<file path="src/rtl/pcrel_pkg.sv">
// shared types, encodings and constants of the pc-relative instruction relocator
// used by pcrel_front, pcrel_queue, pcrel_back and the top level; no dependencies
`timescale 1ns / 1ps
`default_nettype none

package pcrel_pkg;

  // instruction classes as they appear on the result channel
  typedef enum logic [2:0] {
    ClsCopy  = 3'd0,
    ClsB     = 3'd1,
    ClsBcond = 3'd2,
    ClsCbz   = 3'd3,
    ClsTbz   = 3'd4,
    ClsAdr   = 3'd5,
    ClsAdrp  = 3'd6,
    ClsLdrLit = 3'd7
  } cls_e;

  // fixed instruction words of the replacement sequences
  localparam logic [31:0] WordLdrX16  = 32'h5800_0050;  // ldr x16, #8
  localparam logic [31:0] WordBlrX16  = 32'hD63F_0200;  // blr x16
  localparam logic [31:0] WordBrX16   = 32'hD61F_0200;  // br x16
  localparam logic [31:0] WordBcond   = 32'h5400_0000;  // b.cond base
  localparam logic [31:0] WordLdrRd8  = 32'h5800_0040;  // ldr rd, #8 base
  localparam logic [31:0] WordBSkip   = 32'h1400_0003;  // b #0xc
  localparam logic [31:0] WordLdrXRt  = 32'hF940_0000;  // ldr xt, [xn]
  localparam logic [31:0] WordLdrWRt  = 32'hB940_0000;  // ldr wt, [xn]
  localparam logic [31:0] SkipImm     = 32'h0000_00A0;  // branch offset +0x14

  // decode masks and match values
  localparam logic [31:0] MaskB       = 32'h7C00_0000;
  localparam logic [31:0] MatchB      = 32'h1400_0000;
  localparam logic [31:0] MaskBcond   = 32'hFF00_0010;
  localparam logic [31:0] MatchBcond  = 32'h5400_0000;
  localparam logic [31:0] MaskCmpBr   = 32'h7E00_0000;
  localparam logic [31:0] MatchCbz    = 32'h3400_0000;
  localparam logic [31:0] MatchTbz    = 32'h3600_0000;
  localparam logic [31:0] MaskAdr     = 32'h9F00_0000;
  localparam logic [31:0] MatchAdr    = 32'h1000_0000;
  localparam logic [31:0] MatchAdrp   = 32'h9000_0000;
  localparam logic [31:0] MaskLdrLit  = 32'h3B00_0000;
  localparam logic [31:0] MatchLdrLit = 32'h1800_0000;

  // sense flip and keep masks for compare and test branches
  localparam logic [31:0] SenseBit    = 32'h0100_0000;
  localparam logic [31:0] KeepCbz     = 32'hFF00_001F;
  localparam logic [31:0] KeepTbz     = 32'hFFF8_001F;

  // queue depth between front and back
  localparam int unsigned QueueDepth = 2;

  // decoded request handed from front to back
  typedef struct packed {
    logic [31:0] word;
    logic [63:0] target;
    cls_e        cls;
    logic        eog;
  } entry_t;

  // number of output words per class, minus one
  function automatic logic [2:0] last_index(input cls_e cls);
    logic [2:0] n;
    unique case (cls)
      ClsCopy:                      n = 3'd0;
      ClsB, ClsAdr, ClsAdrp:        n = 3'd3;
      ClsBcond, ClsCbz, ClsTbz,
      ClsLdrLit:                    n = 3'd4;
      default:                      n = 3'd0;
    endcase
    return n;
  endfunction

endpackage

`default_nettype wire

</file>
<file path="src/rtl/pcrel_front.sv">
// front end: classifies an instruction and computes its absolute target
// depends on pcrel_pkg
`timescale 1ns / 1ps
`default_nettype none

module pcrel_front (
  input  wire logic [31:0]       word_i,
  input  wire logic [63:0]       pc_i,
  input  wire logic              eog_i,
  output pcrel_pkg::entry_t      entry_o
);

  pcrel_pkg::cls_e cls;
  logic [63:0]     base;
  logic [63:0]     offset;

  // sign-extended immediates of the pc-relative forms
  logic [63:0] off_b;
  logic [63:0] off_imm19;
  logic [63:0] off_tbz;
  logic [63:0] off_adr;
  logic [63:0] off_adrp;

  assign off_b     = {{36{word_i[25]}}, word_i[25:0], 2'b00};
  assign off_imm19 = {{43{word_i[23]}}, word_i[23:5], 2'b00};
  assign off_tbz   = {{48{word_i[18]}}, word_i[18:5], 2'b00};
  assign off_adr   = {{43{word_i[23]}}, word_i[23:5], word_i[30:29]};
  assign off_adrp  = {{31{word_i[23]}}, word_i[23:5], word_i[30:29], 12'h000};

  // classification, first match wins
  always_comb begin
    base   = pc_i;
    offset = '0;
    priority if ((word_i & pcrel_pkg::MaskB) == pcrel_pkg::MatchB) begin
      cls    = pcrel_pkg::ClsB;
      offset = off_b;
    end else if ((word_i & pcrel_pkg::MaskBcond) == pcrel_pkg::MatchBcond) begin
      cls    = pcrel_pkg::ClsBcond;
      offset = off_imm19;
    end else if ((word_i & pcrel_pkg::MaskCmpBr) == pcrel_pkg::MatchCbz) begin
      cls    = pcrel_pkg::ClsCbz;
      offset = off_imm19;
    end else if ((word_i & pcrel_pkg::MaskCmpBr) == pcrel_pkg::MatchTbz) begin
      cls    = pcrel_pkg::ClsTbz;
      offset = off_tbz;
    end else if ((word_i & pcrel_pkg::MaskAdr) == pcrel_pkg::MatchAdr) begin
      cls    = pcrel_pkg::ClsAdr;
      offset = off_adr;
    end else if ((word_i & pcrel_pkg::MaskAdr) == pcrel_pkg::MatchAdrp) begin
      cls    = pcrel_pkg::ClsAdrp;
      base   = {pc_i[63:12], 12'h000};
      offset = off_adrp;
    end else if ((word_i & pcrel_pkg::MaskLdrLit) == pcrel_pkg::MatchLdrLit) begin
      cls    = pcrel_pkg::ClsLdrLit;
      offset = off_imm19;
    end else begin
      cls    = pcrel_pkg::ClsCopy;
    end
  end

  // target wraps modulo 2^64
  assign entry_o.word   = word_i;
  assign entry_o.target = base + offset;
  assign entry_o.cls    = cls;
  assign entry_o.eog    = eog_i;

endmodule

`default_nettype wire

</file>
<file path="src/rtl/pcrel_queue.sv">
// short fifo of decoded requests between front and back
// depends on pcrel_pkg
`timescale 1ns / 1ps
`default_nettype none

module pcrel_queue #(
  parameter int unsigned Depth = pcrel_pkg::QueueDepth
) (
  input  wire logic              clk_i,
  input  wire logic              rst_ni,
  input  wire logic              push_i,
  input  wire pcrel_pkg::entry_t push_entry_i,
  output logic                   full_o,
  input  wire logic              pop_i,
  output logic                   empty_o,
  output pcrel_pkg::entry_t      head_o
);

  localparam int unsigned PtrW = (Depth > 1) ? $clog2(Depth) : 1;
  localparam int unsigned CntW = $clog2(Depth + 1);
  localparam logic [PtrW-1:0] LastPtr = PtrW'(Depth - 1);
  localparam logic [CntW-1:0] FullCnt = CntW'(Depth);

  pcrel_pkg::entry_t mem_q [Depth];
  logic [PtrW-1:0]   wr_ptr_q, wr_ptr_d;
  logic [PtrW-1:0]   rd_ptr_q, rd_ptr_d;
  logic [CntW-1:0]   count_q, count_d;
  logic              do_push;
  logic              do_pop;

  assign full_o  = (count_q == FullCnt);
  assign empty_o = (count_q == '0);
  assign do_push = push_i && !full_o;
  assign do_pop  = pop_i && !empty_o;
  assign head_o  = mem_q[rd_ptr_q];

  // pointer and fill bookkeeping
  always_comb begin
    wr_ptr_d = wr_ptr_q;
    rd_ptr_d = rd_ptr_q;
    count_d  = count_q;
    if (do_push) begin
      wr_ptr_d = (wr_ptr_q == LastPtr) ? '0 : wr_ptr_q + 1'b1;
    end
    if (do_pop) begin
      rd_ptr_d = (rd_ptr_q == LastPtr) ? '0 : rd_ptr_q + 1'b1;
    end
    if (do_push && !do_pop) begin
      count_d = count_q + 1'b1;
    end else if (do_pop && !do_push) begin
      count_d = count_q - 1'b1;
    end
  end

  always_ff @(posedge clk_i or negedge rst_ni) begin
    if (!rst_ni) begin
      wr_ptr_q <= '0;
      rd_ptr_q <= '0;
      count_q  <= '0;
    end else begin
      wr_ptr_q <= wr_ptr_d;
      rd_ptr_q <= rd_ptr_d;
      count_q  <= count_d;
    end
  end

  // storage
  always_ff @(posedge clk_i) begin
    if (do_push) begin
      mem_q[wr_ptr_q] <= push_entry_i;
    end
  end

endmodule

`default_nettype wire

</file>
<file path="src/rtl/pcrel_back.sv">
// back end: walks the replacement sequence of the head request, one word a cycle while the result stream is ready
// depends on pcrel_pkg
`timescale 1ns / 1ps
`default_nettype none

module pcrel_back (
  input  wire logic              clk_i,
  input  wire logic              rst_ni,
  input  wire logic              empty_i,
  input  wire pcrel_pkg::entry_t head_i,
  output logic                   pop_o,
  output logic                   valid_o,
  input  wire logic              ready_i,
  output logic [31:0]            word_o,
  output logic                   last_instr_o,
  output logic                   last_group_o,
  output pcrel_pkg::cls_e        cls_o
);

  logic [2:0]  idx_q, idx_d;
  logic        valid_q;
  logic [31:0] word_q;
  logic        last_instr_q;
  logic        last_group_q;
  pcrel_pkg::cls_e cls_q;

  logic        load;
  logic        at_end;
  logic [31:0] word;
  logic [31:0] first_word;
  logic [31:0] lo;
  logic [31:0] hi;
  logic [4:0]  reg_f;

  assign lo    = head_i.target[31:0];
  assign hi    = head_i.target[63:32];
  assign reg_f = head_i.word[4:0];

  // output slot free or being drained, and a request waits
  assign load   = !empty_i && (!valid_q || ready_i);
  assign at_end = (idx_q == pcrel_pkg::last_index(head_i.cls));
  assign pop_o  = load && at_end;

  // inverted skip branch of the conditional forms
  always_comb begin
    unique case (head_i.cls)
      pcrel_pkg::ClsBcond:
        first_word = pcrel_pkg::WordBcond | pcrel_pkg::SkipImm |
                     {28'h0, head_i.word[3:0] ^ 4'h1};
      pcrel_pkg::ClsCbz:
        first_word = ((head_i.word ^ pcrel_pkg::SenseBit) & pcrel_pkg::KeepCbz) |
                     pcrel_pkg::SkipImm;
      default:
        first_word = ((head_i.word ^ pcrel_pkg::SenseBit) & pcrel_pkg::KeepTbz) |
                     pcrel_pkg::SkipImm;
    endcase
  end

  // word of the sequence at the current index
  always_comb begin
    word = head_i.word;
    unique case (head_i.cls)
      pcrel_pkg::ClsCopy: begin
        word = head_i.word;
      end
      pcrel_pkg::ClsB: begin
        unique case (idx_q)
          3'd0:    word = pcrel_pkg::WordLdrX16;
          3'd1:    word = head_i.word[31] ? pcrel_pkg::WordBlrX16 : pcrel_pkg::WordBrX16;
          3'd2:    word = lo;
          default: word = hi;
        endcase
      end
      pcrel_pkg::ClsBcond, pcrel_pkg::ClsCbz, pcrel_pkg::ClsTbz: begin
        unique case (idx_q)
          3'd0:    word = first_word;
          3'd1:    word = pcrel_pkg::WordLdrX16;
          3'd2:    word = pcrel_pkg::WordBrX16;
          3'd3:    word = lo;
          default: word = hi;
        endcase
      end
      default: begin
        // adr, adrp and literal loads
        unique case (idx_q)
          3'd0:    word = pcrel_pkg::WordLdrRd8 | {27'h0, reg_f};
          3'd1:    word = pcrel_pkg::WordBSkip;
          3'd2:    word = lo;
          3'd3:    word = hi;
          default: word = (head_i.word[30] ? pcrel_pkg::WordLdrXRt : pcrel_pkg::WordLdrWRt) |
                          {22'h0, reg_f, reg_f};
        endcase
      end
    endcase
  end

  // sequence index
  always_comb begin
    idx_d = idx_q;
    if (load) begin
      idx_d = at_end ? 3'd0 : idx_q + 3'd1;
    end
  end

  always_ff @(posedge clk_i or negedge rst_ni) begin
    if (!rst_ni) begin
      idx_q   <= 3'd0;
      valid_q <= 1'b0;
    end else begin
      idx_q <= idx_d;
      if (load) begin
        valid_q <= 1'b1;
      end else if (ready_i) begin
        valid_q <= 1'b0;
      end
    end
  end

  // output register
  always_ff @(posedge clk_i) begin
    if (load) begin
      word_q       <= word;
      last_instr_q <= at_end;
      last_group_q <= at_end && head_i.eog;
      cls_q        <= head_i.cls;
    end
  end

  assign valid_o      = valid_q;
  assign word_o       = word_q;
  assign last_instr_o = last_instr_q;
  assign last_group_o = last_group_q;
  assign cls_o        = cls_q;

endmodule

`default_nettype wire

</file>
<file path="src/rtl/aarch64_pcrel_instruction_relocator.sv">
// the first word of a request passes through the queue and then the output register of the back end
// throughput: one output word per cycle while the result stream is ready; a request yields 1 to 5 words,
//   set by the length of its replacement sequence on the single-word result channel
// a short queue lets new requests be accepted while the back end is still emitting
// reset: asynchronous active-low, clears the queue, the sequence index and the output valid
// top level; depends on pcrel_pkg, pcrel_front, pcrel_queue and pcrel_back
`timescale 1ns / 1ps
`default_nettype none

module aarch64_pcrel_instruction_relocator #(
  parameter int unsigned QueueDepth = pcrel_pkg::QueueDepth
) (
  input  wire logic        clk_i,
  input  wire logic        rst_ni,
  input  wire logic        s_axis_tvalid_i,
  output logic             s_axis_tready_o,
  input  wire logic [95:0] s_axis_tdata_i,   // [31:0] instruction_word, [95:32] fetch_address
  input  wire logic        s_axis_tlast_i,   // end_of_group
  output logic             m_axis_tvalid_o,
  input  wire logic        m_axis_tready_i,
  output logic [31:0]      m_axis_tdata_o,   // [31:0] output_word
  output logic             m_axis_tlast_o,   // last_of_group
  output logic [3:0]       m_axis_tuser_o    // [0] last_of_instruction, [3:1] instruction_class
);

  pcrel_pkg::entry_t front_entry;
  pcrel_pkg::entry_t head;
  pcrel_pkg::cls_e   out_cls;
  logic              full;
  logic              empty;
  logic              pop;
  logic              last_instr;

  // decode
  pcrel_front u_front (
    .word_i  (s_axis_tdata_i[31:0]),
    .pc_i    (s_axis_tdata_i[95:32]),
    .eog_i   (s_axis_tlast_i),
    .entry_o (front_entry)
  );

  assign s_axis_tready_o = !full;

  // request queue
  pcrel_queue #(
    .Depth (QueueDepth)
  ) u_queue (
    .clk_i        (clk_i),
    .rst_ni       (rst_ni),
    .push_i       (s_axis_tvalid_i),
    .push_entry_i (front_entry),
    .full_o       (full),
    .pop_i        (pop),
    .empty_o      (empty),
    .head_o       (head)
  );

  // sequence emission
  pcrel_back u_back (
    .clk_i        (clk_i),
    .rst_ni       (rst_ni),
    .empty_i      (empty),
    .head_i       (head),
    .pop_o        (pop),
    .valid_o      (m_axis_tvalid_o),
    .ready_i      (m_axis_tready_i),
    .word_o       (m_axis_tdata_o),
    .last_instr_o (last_instr),
    .last_group_o (m_axis_tlast_o),
    .cls_o        (out_cls)
  );

  assign m_axis_tuser_o = {out_cls, last_instr};

endmodule

`default_nettype wire

</file>
<file path="config.mk">
export PLATFORM = sky130hd
export DESIGN_NAME = aarch64_pcrel_instruction_relocator
export DESIGN_NICKNAME = d
export VERILOG_FILES = /design/src/rtl/pcrel_pkg.sv /design/src/rtl/pcrel_front.sv /design/src/rtl/pcrel_queue.sv /design/src/rtl/pcrel_back.sv /design/src/rtl/aarch64_pcrel_instruction_relocator.sv
export SDC_FILE = /design/constraint.sdc
export NUM_CORES = 1
export LEC_CHECK = 0
export BUFFER_PORTS_ARGS = -buffer_cell sky130_fd_sc_hd__buf_2
export CORE_AREA = 2 2 153 230
export DETAILED_ROUTE_END_ITERATION = 6
export DIE_AREA = 0 0 155 232
export PLACE_DENSITY = 0.63
export SLEW_MARGIN = 20
export SYNTH_ARGS = -nofsm -noshare
export SYNTH_HDL_FRONTEND = slang
export SYNTH_SLANG_ARGS = --single-unit
export TNS_END_PERCENT = 30
</file>
<file path="constraint.sdc">
create_clock -name clk_i -period 6.49 [get_ports clk_i]
set_input_delay 1.298 -clock clk_i [delete_from_list [all_inputs] [get_ports clk_i]]
set_output_delay 1.298 -clock clk_i [all_outputs]
set_load 0.02 [all_outputs]
</file>
Word level (Yosys, flattened, before mapping)

Memories as Yosys holds them, arrays and structs flattened.
Index checks and enable logic that the tools add are counted.

Bits in registers: 45
RAM bits: 200
ROM bits: 24
Input bits: 101
Output and inout port bits: 39
Logic and storage cells: 91
Memories: 2

Add/sub/neg operators: 6
Equal/unequal tests: 16
Multiplexer cells: 36
Bitwise operators: 3
Reductions and logical operators: 19

Memory list:

| memory           | depth | width | read ports | clocked after memory_dff | write ports | line              | RTL |
|---|---|---|---|---|---|---|---|
| u_queue.mem_q    | 2     | 100   | 1          | 0                        | 1           | pcrel_queue.sv:24 | `pcrel_pkg::entry_t mem_q [Depth];` |
| (name not given) | 8     | 3     | 1          | 0                        | 0           | pcrel_pkg.sv:64   | `unique case (cls)` |

Operator list:

| kind                                                | number |
|---|---|
| 2-to-1 mux 64 bit                                   | 7 |
| case mux 32 bit (4 select lines)                    | 2 |
| case mux 32 bit (3 select lines)                    | 2 |
| 2-to-1 mux 12 bit                                   | 6 |
| adder 64 bit                                        | 1 |
| case mux 32 bit (2 select lines)                    | 1 |
| OR 32 x 10 -> 32 bit                                | 1 |
| 2-to-1 mux 31 bit                                   | 1 |
| 2-to-1 mux 3 bit                                    | 8 |
| 2-to-1 mux 22 bit                                   | 1 |
| equality test 6 x 5 -> 1 bit, second input constant | 3 |
| equality test 3 x 2 -> 1 bit, second input constant | 4 |
| equality test 9 x 8 -> 1 bit, second input constant | 1 |
| logical AND 1 bit                                   | 7 |
| equality test 3 x 1 -> 1 bit, second input constant | 2 |
| equality test 6 bit, second input constant          | 1 |
| zero test 3 bit                                     | 2 |
| 2-to-1 mux 1 bit                                    | 6 |
| equality test 5 x 3 -> 1 bit, second input constant | 1 |
| equality test 5 x 4 -> 1 bit, second input constant | 1 |
| zero test 1 bit                                     | 5 |
| 2-to-1 mux 2 bit                                    | 2 |
| nonzero test 2 bit                                  | 2 |
| adder 3 x 1 -> 3 bit, second input constant         | 1 |
| other kinds (10)                                    | 12 |

Depth between registers and ports, before layout

Word-level depth: 9
Gate-level depth with buffers: 21
Gate-level depth less buffers: 18

Hierarchy

Synthesis repeated with hierarchy kept, for this count alone.

Cells, all modules: 1560
Area, all modules: 16659.7 µm²

By module, submodules not included:

| module                              | instances | cells each | area each (µm²) | seq. area each (µm²) |
|---|---|---|---|---|
| pcrel_queue                         | 1         | 330        | 7862.5          | 6105.9 |
| pcrel_front                         | 1         | 780        | 5046.1          | 0.0 |
| pcrel_back                          | 1         | 448        | 3739.8          | 1211.2 |
| aarch64_pcrel_instruction_relocator | 1         | 2          | 11.3            | 0.0 |

Worst setup path before layout

Ideal clock, no wire load.

Path type: input -> register
Start: in s_axis_tvalid_i
End: mem u_queue.mem_q[0][0] in the netlist's numbering (enable)
Setup time: 0.560 ns
Data arrival time: 5.557 ns
Data required time: 5.930 ns
Slack: 0.373 ns
Stages: 2
Path buffers: 0
Cell sequence: nand2_1 -> nor2_1

Word-level cells in the longest chain between the ends: 3

RTL lines:

| element                                | line                                      | RTL |
|---|---|---|
| from (decl)                            | aarch64_pcrel_instruction_relocator.sv:15 | `input wire logic s_axis_tvalid_i,` |
| logical AND 1 bit                      | pcrel_queue.sv:33                         | `assign do_push = push_i && !full_o;` |
| 2-to-1 mux 1 bit                       | pcrel_queue.sv:69                         | `if (do_push) begin` |
| 2-to-1 mux 1 bit (not written as such) | pcrel_queue.sv:70                         | `mem_q[wr_ptr_q] <= push_entry_i;` |
| to (decl)                              | pcrel_queue.sv:24                         |  |

Every way passes these cells.

==> flow_summary.yaml <==
outcome:
  status: "finished clean"
run:
  maxCapViolCount: 0
placement:
  dp_slack_ns: 0.310
  gp_congestion: 0.948
  port_buffers: 139
  post-dp-hpwl_microns: 34800
  dpl_cell_area_sq_um: 16200
  dpl.cell_count: 1941
clock_network:
  ctsHoldBuffers: 0
  clk_latency_ns: 0.56
  clockBufferDepth: 3
  clk_pin_slew_worst_paths_ns: 0.06
  numCtsBuffers: 25
  ctsResizeCount: 0
  root_buffer: "clkbuf_16"
  post_cts_buffers: 0
  tritoncts: "done"
  clkSinkCount: 245
  htree_levels: 1
synth:
  synth-xor-area-share: 0.0394
  synth_cell_types: 84
  synth.net_count: 1603
  async_flop_share: 0.0327
  ys_top_cells_by_count: "edfxtp_1, a21oi_1, nand2_1"
  synth_fa_ha_area_frac: 0.0617
  synth_seq_cells: 245
  synth_cells: 1428
  synthMuxAreaShare: 0.0727
  synth_top_cell_by_area: "edfxtp_1"
  synth_compound_area_frac: 0.203
  netlist_top_cells_area: "edfxtp_1, ha_1, a21oi_1, mux2_2, nand2_1"
  synthSimpleGateAreaFrac: 0.113
  synth_top_family_by_area: "compound AO/OA/AOI/OAI gates"
  syn_area_per_cell_sq_um: 10.6
  ys_warn_count: 0
  yosysSeqAreaShare: 0.484
  synth-main-ff-cell: "edfxtp_1"
  syn_area_sq_um: 15100
  synth_edf_count: 237
  post-synth-top-count-cell: "edfxtp_1"
  synth_top_area_share: 0.470
power_and_ir_drop:
  peakVddDrop_uv: 266
  p_per_area_nw_per_um2: 436
  p_leak_nw: 6.57
  totalPowerFinal_mw: 7.44
grt:
  grt_pass1_vias: 11800
  grt_first_pass_wirelength_microns: 69900
  grt_max_degree: 62
  overflow: 0
  grtUsageTotal: 0.255
  grt_antenna_before_repair: 1
min_path:
  hold_path_class: "reg -> reg"
timing:
  fin_skew_ns: 0.0352
  post-route-period-util: 0.895
  maxSlewHeadroom: 0.270
  setup_ws_ns: 0.680
  fmax_mhz: 172
  worstMarginPinSlew_ns: 1.09
  rsz0062_at_grt: "false"
  post-route-min-period_ns: 5.81
  setup_viol: 0
  hold_viol: 0
  final.hold.worst_slack_ns: 0.494
  slew_violations: 0
  setup_tns_ns: 0
critical_path:
  crit_path_end_kind: "register"
  cp_slowest_cell: "a2111oi_0"
  worst-endpoint-arrival_ns: 6.10
  path_class: "in -> reg"
  path_delay_family: "compound AO/OA/AOI/OAI gates"
  start_kind: "primary input"
  worstPathRequired_ns: 6.78
  cp_max_fo: 10
  slowest_delay_ns: 0.88
  worstPathCellList: "buf_2 -> or3b_1 -> nor2_1 -> nand4b_1 -> or2_2 -> o21ai_0 -> a22oi_1 -> o21ai_0 -> ha_1 -> a21oi_1 -> o21ai_0 -> a2111oi_0 -> o31ai_1 -> a41oi_1 -> o21ai_1 -> nor2b_1 -> a21boi_1 -> xnor2_1"
  cpMostUsedCell: "o21ai_0"
  worst-path-buf-inv: 1
detailed_routing:
  wl_per_cell_microns: 23.4
  vias: 12300
  post-route-drc-count: 0
  drt-pass1-iter-count: 6
  drt_iter0_markers: 941
  routed_wirelength_microns: 46500
  via_per_inst: 6.17
  ant_nets: 0
layout:
  utilization: 0.503
  drive_gt1_frac: 0.179
  stdcell_area_sq_um: 17100
  nNetsFinal: 1718
  fin_cells: 1988
  syn_to_final_growth_pct: 12.9
die:
  die_w_microns: 155
  ios: 140
  initial_utilization: 0.446
  floorplan.core_area_sq_um: 34000
  row_count: 83
  die_h_microns: 232
  fp.dieArea_sq_um: 36000
-- final cells by class --
cell class | instances | area, sq um
fill | 3012 | 16900
clock buffer | 37 | 691
antenna | 1 | 2.50
multi-input combinational | 1085 | 7450
clock inverter | 9 | 144
inverter | 27 | 101
sequential | 245 | 7320
tap | 425 | 532
timing repair buffer | 159 | 846
-- power by group --
| part | internal [mW] | leakage (nW) | switching (mW) |
|---|---|---|---|
| clock | 0.865 | 0.401 | 0.604 |
| combinational | 1.11 | 3.85 | 2.33 |
| sequential | 2.39 | 2.32 | 0.153 |
-- path summary, 6_finish.rpt --
kind                       cells after the start  slack, ns                from                   end
min reg2reg                                    2       0.49      u_back.valid_o        u_back.valid_o
min                                            2       0.49      u_back.valid_o        u_back.valid_o
max reg2reg                                   10       2.67    u_queue.rd_ptr_q    u_queue.count_q[1]
max in group asynchronous                      1       5.68              rst_ni      u_queue.rd_ptr_q
max                                           18       0.68  s_axis_tdata_i[25]  u_queue.mem_q[1][49]
min in group asynchronous                      1       0.59              rst_ni       u_back.idx_q[2]
-- cell usage in the layout, fill, tap and decap left out, types with 23 or more instances in the layout --
cell         n
xnor2_1     44
a21o_1      34
edfxtp_1   237
and2_1      23
mux2i_1     48
nand3_1     32
clkbuf_16   25
mux2_2      54
nand2_1    131
buf_2      139
ha_1        72
inv_1       26
o21ai_0     82
a21oi_1    159
xor2_1      24
nor2_1     104
-- cells by family after synthesis --
logic type               Yosys count
AND/OR/NAND/NOR                  375
XOR/XNOR                          68
flip-flops                       245
buffers and inverters             98
AO/OA/AOI/OAI                    465
adder cells (fa/ha/maj)           74
multiplexers                     103
-- worst register-to-register path, cell delays in order (launching register included) --
cell and delay, ns:
dfrtp_4 0.65, mux2i_1 0.66, nand2_1 0.82, a211oi_1 0.44, a31oi_1 0.08, nor2_1 0.28
nand2_1 0.17, ha_1 0.24, xor2_1 0.14, nor2_1 0.11, xor2_1 0.15
-- registers in the layout (all words and copies together), names as in the netlist --
name                 count
u_back.cls_o             3
u_back.idx_q             3
u_queue.count_q          2
u_back.last_instr_o      1
u_queue.wr_ptr_q         1
u_back.valid_o           1
u_back.word_o           32
u_queue.mem_q          200
u_queue.rd_ptr_q         1
u_back.last_group_o      1
-- layer usage --
| metal | vias to the layer above | global-route usage | routed length, microns |
|---|---|---|---|
| met3 | 109 | 0.0226 | 2310 |
| met5 | - | 0 | 0 |
| met4 | 0 | 0.117 | 2380 |
| met1 | 5923 | 0.307 | 18200 |
| li1 | 5710 | - | - |
| met2 | 515 | 0.461 | 23600 |
Note: power is estimated with default switching activity, not from simulation.
